`src/rtl/firt_pkg.sv`:
```
// Shared types, constants and arithmetic helpers for the transposed FIR filter.
`default_nettype none

package firt_pkg;

  localparam int TAPS         = 16;
  localparam int SAMPLE_WIDTH = 16;
  localparam int ACC_WIDTH    = 40;
  localparam int PROD_WIDTH   = 2 * SAMPLE_WIDTH;
  localparam int TAP_IDX_W    = 4;
  localparam int CFG_W        = 5;
  localparam int CFG_IDX_W    = 1;
  localparam int NACT_W       = $clog2(TAPS + 1);
  localparam int ROW_IDX_W    = $clog2(TAPS);

  localparam logic [CFG_W-1:0] TAP_COUNT_RST    = CFG_W'(16);
  localparam logic [CFG_W-1:0] OUTPUT_SHIFT_RST = CFG_W'(15);

  typedef logic signed [SAMPLE_WIDTH-1:0] sample_t;
  typedef logic signed [PROD_WIDTH-1:0]   prod_t;
  typedef logic signed [ACC_WIDTH-1:0]    acc_t;
  typedef logic [NACT_W-1:0]              nact_t;

  typedef enum logic [0:0] {
    OP_FILTER = 1'b0,
    OP_LOAD   = 1'b1
  } opcode_t;

  typedef enum logic [CFG_IDX_W-1:0] {
    REG_TAP_COUNT    = 1'b0,
    REG_OUTPUT_SHIFT = 1'b1
  } cfg_reg_t;

  typedef struct packed {
    opcode_t                opcode;
    sample_t                sample_in;
    logic [TAP_IDX_W-1:0]   tap_index;
    sample_t                coef_value;
  } in_item_t;

  // control from the pipeline to the partial-sum row
  typedef struct packed {
    logic  en;
    nact_t n_act;
  } psum_ctrl_t;

  // zero taps act as one, anything above the row length clamps to it
  function automatic nact_t active_taps(input logic [CFG_W-1:0] tc);
    nact_t n;
    if (tc == '0) begin
      n = nact_t'(1);
    end else if (int'(tc) > TAPS) begin
      n = nact_t'(TAPS);
    end else begin
      n = nact_t'(tc);
    end
    return n;
  endfunction

  // arithmetic right shift, then clamp to the signed sample range
  function automatic sample_t shift_sat(input acc_t v, input logic [CFG_W-1:0] sh);
    acc_t s;
    acc_t hi;
    acc_t lo;
    sample_t r;
    s  = v >>> sh;
    hi = acc_t'({1'b0, {(SAMPLE_WIDTH-1){1'b1}}});
    lo = ~hi;
    if (s > hi) begin
      r = sample_t'(hi);
    end else if (s < lo) begin
      r = sample_t'(lo);
    end else begin
      r = s[SAMPLE_WIDTH-1:0];
    end
    return r;
  endfunction

endpackage

`default_nettype wire

```
`src/rtl/firt_psum_row.sv`:
```
// Row of partial sums: accumulate, emit the head and shift the active part.
`default_nettype none

module firt_psum_row (
  input  wire logic                             clk,
  input  wire logic                             rst_n,
  input  wire firt_pkg::psum_ctrl_t             ctrl,
  input  wire firt_pkg::prod_t [firt_pkg::TAPS-1:0] prod,
  output firt_pkg::acc_t                        head_sum
);
  import firt_pkg::*;

  acc_t [TAPS-1:0] ps_r;
  acc_t [TAPS-1:0] ps_nxt;
  acc_t [TAPS-1:0] acc_sum;
  logic [ROW_IDX_W-1:0] last_idx;

  assign last_idx = ROW_IDX_W'(ctrl.n_act - nact_t'(1));

  always_comb begin
    for (int i = 0; i < TAPS; i++) begin
      acc_sum[i] = ps_r[i] + acc_t'(prod[i]);
    end
  end

  assign head_sum = acc_sum[0];

  // position i takes i+1's new sum; the last active slot clears
  always_comb begin
    ps_nxt = ps_r;
    if (ctrl.en) begin
      for (int i = 0; i < TAPS - 1; i++) begin
        if (i + 1 < int'(ctrl.n_act)) begin
          ps_nxt[i] = acc_sum[i+1];
        end else if (i + 1 == int'(ctrl.n_act)) begin
          ps_nxt[i] = '0;
        end
      end
      if (int'(ctrl.n_act) == TAPS) begin
        ps_nxt[TAPS-1] = '0;
      end
    end
  end

  always_ff @(posedge clk) begin
    if (!rst_n) begin
      ps_r <= '0;
    end else begin
      ps_r <= ps_nxt;
    end
  end

  a_last_cleared: assert property (@(posedge clk) disable iff (!rst_n)
    ctrl.en |=> ps_r[$past(last_idx)] == '0)
    else $error("last active partial sum not cleared");

  a_tail_held: assert property (@(posedge clk) disable iff (!rst_n)
    (ctrl.en && int'(ctrl.n_act) < TAPS) |=> $stable(ps_r[TAPS-1]))
    else $error("inactive partial sum changed");

endmodule

`default_nettype wire

```
`config.mk`:
```
export PLATFORM = sky130hd
export DESIGN_NAME = firt_psum_row
export DESIGN_NICKNAME = d
export VERILOG_FILES = /design/src/rtl/firt_pkg.sv /design/src/rtl/firt_psum_row.sv
export SDC_FILE = /design/constraint.sdc
export NUM_CORES = 2
export LEC_CHECK = 0
export ABC_AREA = 1
export BUFFER_PORTS_ARGS = -buffer_cell sky130_fd_sc_hd__buf_2
export CAP_MARGIN = 10
export CELL_PAD_IN_SITES_DETAIL_PLACEMENT = 1
export CELL_PAD_IN_SITES_GLOBAL_PLACEMENT = 2
export CORE_UTILIZATION = 28
export DETAILED_ROUTE_END_ITERATION = 6
export PLACE_DENSITY = 0.75
export REMOVE_ABC_BUFFERS = 1
export SKIP_CTS_REPAIR_TIMING = 1
export SLEW_MARGIN = 5
export SYNTH_ARGS = -nofsm -noshare
export SYNTH_HDL_FRONTEND = slang
export SYNTH_SLANG_ARGS = --single-unit
```
`constraint.sdc`:
```
create_clock -name clk -period 2.8 [get_ports clk]
set_clock_uncertainty 0.1 [all_clocks]
set_input_delay 0.56 -clock clk [delete_from_list [all_inputs] [get_ports clk]]
set_output_delay 0.56 -clock clk [all_outputs]
set_load 0.01 [all_outputs]
```
==> summary.md <==
| Metric | Value |
|---|---|
| Tightest Hold Check Type | in2reg |
| Synth async-reset ratio | 0% |
| WL met2 | between 100000 and 150000 microns |
| Mean area per synthesized cell | 5.443 sq um |
| Nets | between 10k and 15k |
| Max_slew headroom | about 51% |
| Peak supply drop | approximately 0.00037 V |
| Top routing layer in use | met5 |
| Crit share post-route | 124.4% |
| Worst Path Arrival | around 2.8 ns |
| CP Class | reg2out |
| Crit start category | flip-flop |
| Inserted Clock Buffers | 82 |
| Final Max Tran Viols | 0 |
| Hold EP | ps_r[575]$_SDFFE_PN0P_ |
| Area of the core | approximately 230000 sq um |
| Worst-margin pin slew | around 0.72 ns |
| Die width | between 400 and 500 microns |
| Logic pwr share | 42.1% |
| Yosys reg bits | 592 |
| Die area | between 200000 and 250000 sq um |
| Metal-1 WL | between 100000 and 150000 microns |
| Synth top area share | about a quarter |
| Min Tclk post-route | 3.483 ns |
| Syn-to-layout area delta | 24.78% |
| Hold Vio Cnt, Final | 0 |
| Row count | 174 |
| Layout cells sized above 1 | about 14% |
| CTS root buf | clkbuf_16 |
| Reg2reg end | ps_r[21]$_SDFFE_PN0P_ |
| Biggest register | ps_r |
| Worst-Skew Late Latency | between 0.7 and 0.8 ns |
| GP Congestion | about 0.95 |
| Layout filler cell count | approximately 31k |
| Global route overflow | 0 |
| WL final | just over 300000 microns |
| Netlist cell types | 42 |
| Final setup viols | 38 |
| Setup slack, reg-to-reg | roughly 0.11 ns |
| Ports | 560 |
| Routed via count | 76.41k |
| Via/cell ratio | 4.821 |
| Number of cells on the worst hold path | 3 |
| Netlist Area Pre-Place | around 64000 sq um |
| CP max FO | 3 |
| RSZ-0062 raised after global routing | yes |
| YS warnings | 0 |
| Avg WL per Cell | between 15 and 20 microns |
| First-pass GRT wire length | 466900 microns |
| Post-route non-filler standard cell count | ~16k |
| FF-to-FF path depth | 8 |
| Area contributors post-synth | nand2_1 (27%), dfxtp_1 (19%), ha_1 (11%), inv_1 (11%), a21oi_1 (9.1%) |
| Switching Fraction | 41.01% |
| Drt first pass iters | 5 |
| FF-to-FF Start | ps_r[42]$_SDFFE_PN0P_ |
| Initial antenna violation count | 64 |
| Biggest regs | ps_r: 592 flops |
| Final worst slack | -0.6826 ns |
| HPWL after DPL | roughly 270000 microns |
| Remaining antenna violation count after routing | 0 |
| EDFF count, synth | 0 |
| Hold path start | prod[495] |
| Clock power frac | a little under a third |
| CTS H-tree lvls | 3 |
| CP endpoint kind | output pin |
| CTS tree | built |
| Setup total negative slack | -18.27 ns |
| Cell Count Post-Placement | roughly 16k |
| Seq pwr share | between 20% and 30% |
| Mapped Cells | ~12k |
| Sink Count | approximately 590 |
| Max-Cap Viols | 0 |
| P_leak | 42.84 nW |
| Status | finished, violations left |
| CTS Buffer Depth | 3 |
| Die H | roughly 480 microns |
| Max Fclk | between 200 and 300 MHz |
| Internal cell power | around 0.022 W |
| Worst-path clk slew | roughly 0.060 ns |
| DRC Markers | 0 |
| # port buffers | roughly 560 |
| GRT Util Overall | a little over a quarter |
| Pin count of the biggest net entering global routing | 51 |
| Vias in the first global route | 78.12k |
| Drt first-iter violations | around 3.5k |
| Met3 wire length | about 8500 microns |
| Pwr per Cell Area | 467.1 nW/um^2 |
| Worst path required time | ~2.1 ns |
| Post-synth top area cell | nand2_1 |
| Post-synthesis sequential area ratio | a little under a fifth |
| Failing checks | setup timing |
| Max reg flops | 592 |
| Post-synth top flop | dfxtp_1 |
| Initial core utilization | between 20 and 30% |
| NetSw | between 0.015 and 0.02 W |
==> layout make-up <==
type,count,area (sq um),area share [%]
Antenna cell,17,42.54,0.05356
Multi-Input combinational cell,9063,45760,57.61
Tap cell,2992,3744,4.713
Timing Repair Buffer,1170,8013,10.09
Clock buffer,114,2376,2.991
Clock inverter,39,556.8,0.7010
Inverter,1861,7005,8.820
Sequential cell,592,11940,15.03
==> cell usage after synthesis, types with 13 or more instances <==
master and count:
nand2_1 4498, inv_1 1842, a21oi_1 1155, nor2_1 1066, nand3_1 824, dfxtp_1 592, ha_1 578, o21ai_0 329
or2_2 143, clkbuf_1 99, nor3_1 86, nand3b_1 74, xor2_1 73, buf_2 68, nand4_1 57, a21o_1 35
o21bai_1 32, inv_2 19, o21ai_1 19, and2_1 15, fa_1 15, nor4_1 14, a31oi_1 13
==> through the flow <==
step                hold WS (ns)  power, W  setup slack, ns  util (%)  instance area [sq um]
floorplan                 0.3446   0.01855           -6.640         -                  62860
global placement          0.3531   0.02469          -0.5813     32.83                  73990
detailed placement        0.3576   0.02491          -0.5773     32.83                  73990
CTS                     -0.08934   0.03672           -1.108     34.14                  76920
global route          -0.0004165   0.03955          -0.8093     35.25                  79420
finish                  0.006437   0.03710          -0.6826     35.25                  79430
==> cell families (layout without fill, tap and decap cells) <==
family | count (synthesis) | count (layout) | share of synthesized area (%)
buffers and inverters | 2041 | 3184 | 12.23
adders and majority gates | 593 | 593 | 11.83
DFF | 592 | 592 | 18.62
AOI/OAI and AO/OA | 1600 | 1600 | 12.96
xor gates and xnor gates | 81 | 81 | 1.114
other | 0 | 17 | 0
and+or+nand+nor | 6789 | 6789 | 43.25
==> worst max path at each step <==
stage,depth (start not counted),start,slack [ns],endpoint
final,13,ps_r[0]$_SDFFE_PN0P_,-0.68,head_sum[26]
after global routing,12,ps_r[26]$_SDFFE_PN0P_,-0.81,head_sum[33]
after CTS,12,ps_r[22]$_SDFFE_PN0P_,-1.11,head_sum[33]
after detailed placement,14,prod[0],-0.58,head_sum[24]
after global placement,14,prod[0],-0.58,head_sum[24]
after floorplan,2,rst_n,-6.64,ps_r[122]$_SDFFE_PN0P_
==> worst max-delay path, cell delays in order (launching register included) <==
cell     delay (ns)
dfxtp_4        0.36
ha_4           0.16
fa_2           0.41
buf_6          0.13
buf_6          0.12
a21oi_4        0.11
buf_6          0.14
inv_6          0.05
nand2_4        0.05
nand2_4        0.08
nand3_2        0.08
nand2_2        0.07
xor2_1         0.17
buf_2          0.15
==> power by group through the flow <==
stage / combinational (W) / sequential [W] / clock, W
floorplan: 0.00884 / 0.00971 / 0
global placement: 0.0146 / 0.0101 / 0
detailed placement: 0.0148 / 0.0101 / 0
CTS: 0.0149 / 0.00993 / 0.0119
global route: 0.0173 / 0.0100 / 0.0122
finish: 0.0156 / 0.00994 / 0.0115
==> cell usage in the layout (no fill, tap or decap), types with 24 or more instances in the layout <==
cell and instances:
nand2_1 4437, inv_1 1814, a21oi_1 1123, nor2_1 1014
nand3_1 802, dfxtp_1 559, ha_1 545, buf_2 545
buf_4 529, o21ai_0 305, or2_2 143, clkbuf_16 85
nor3_1 80, nand3b_1 74, xor2_1 62, nand4_1 57
inv_2 42, nand2_2 42, buf_6 42, nor2_4 37
a21o_1 34, ha_4 33, buf_12 30, o21ai_1 29
o21bai_1 29, nor2_2 24, dlygate4sd3_1 24
==> routing by layer <==
layer  GRT usage, %  vias to the layer above
met5              0                        -
met4          6.684                       18
met3          2.306                      331
met2          46.48                     1087
met1          34.27                    36014
li1               -                    38961
(Power assumes the default switching activity.)
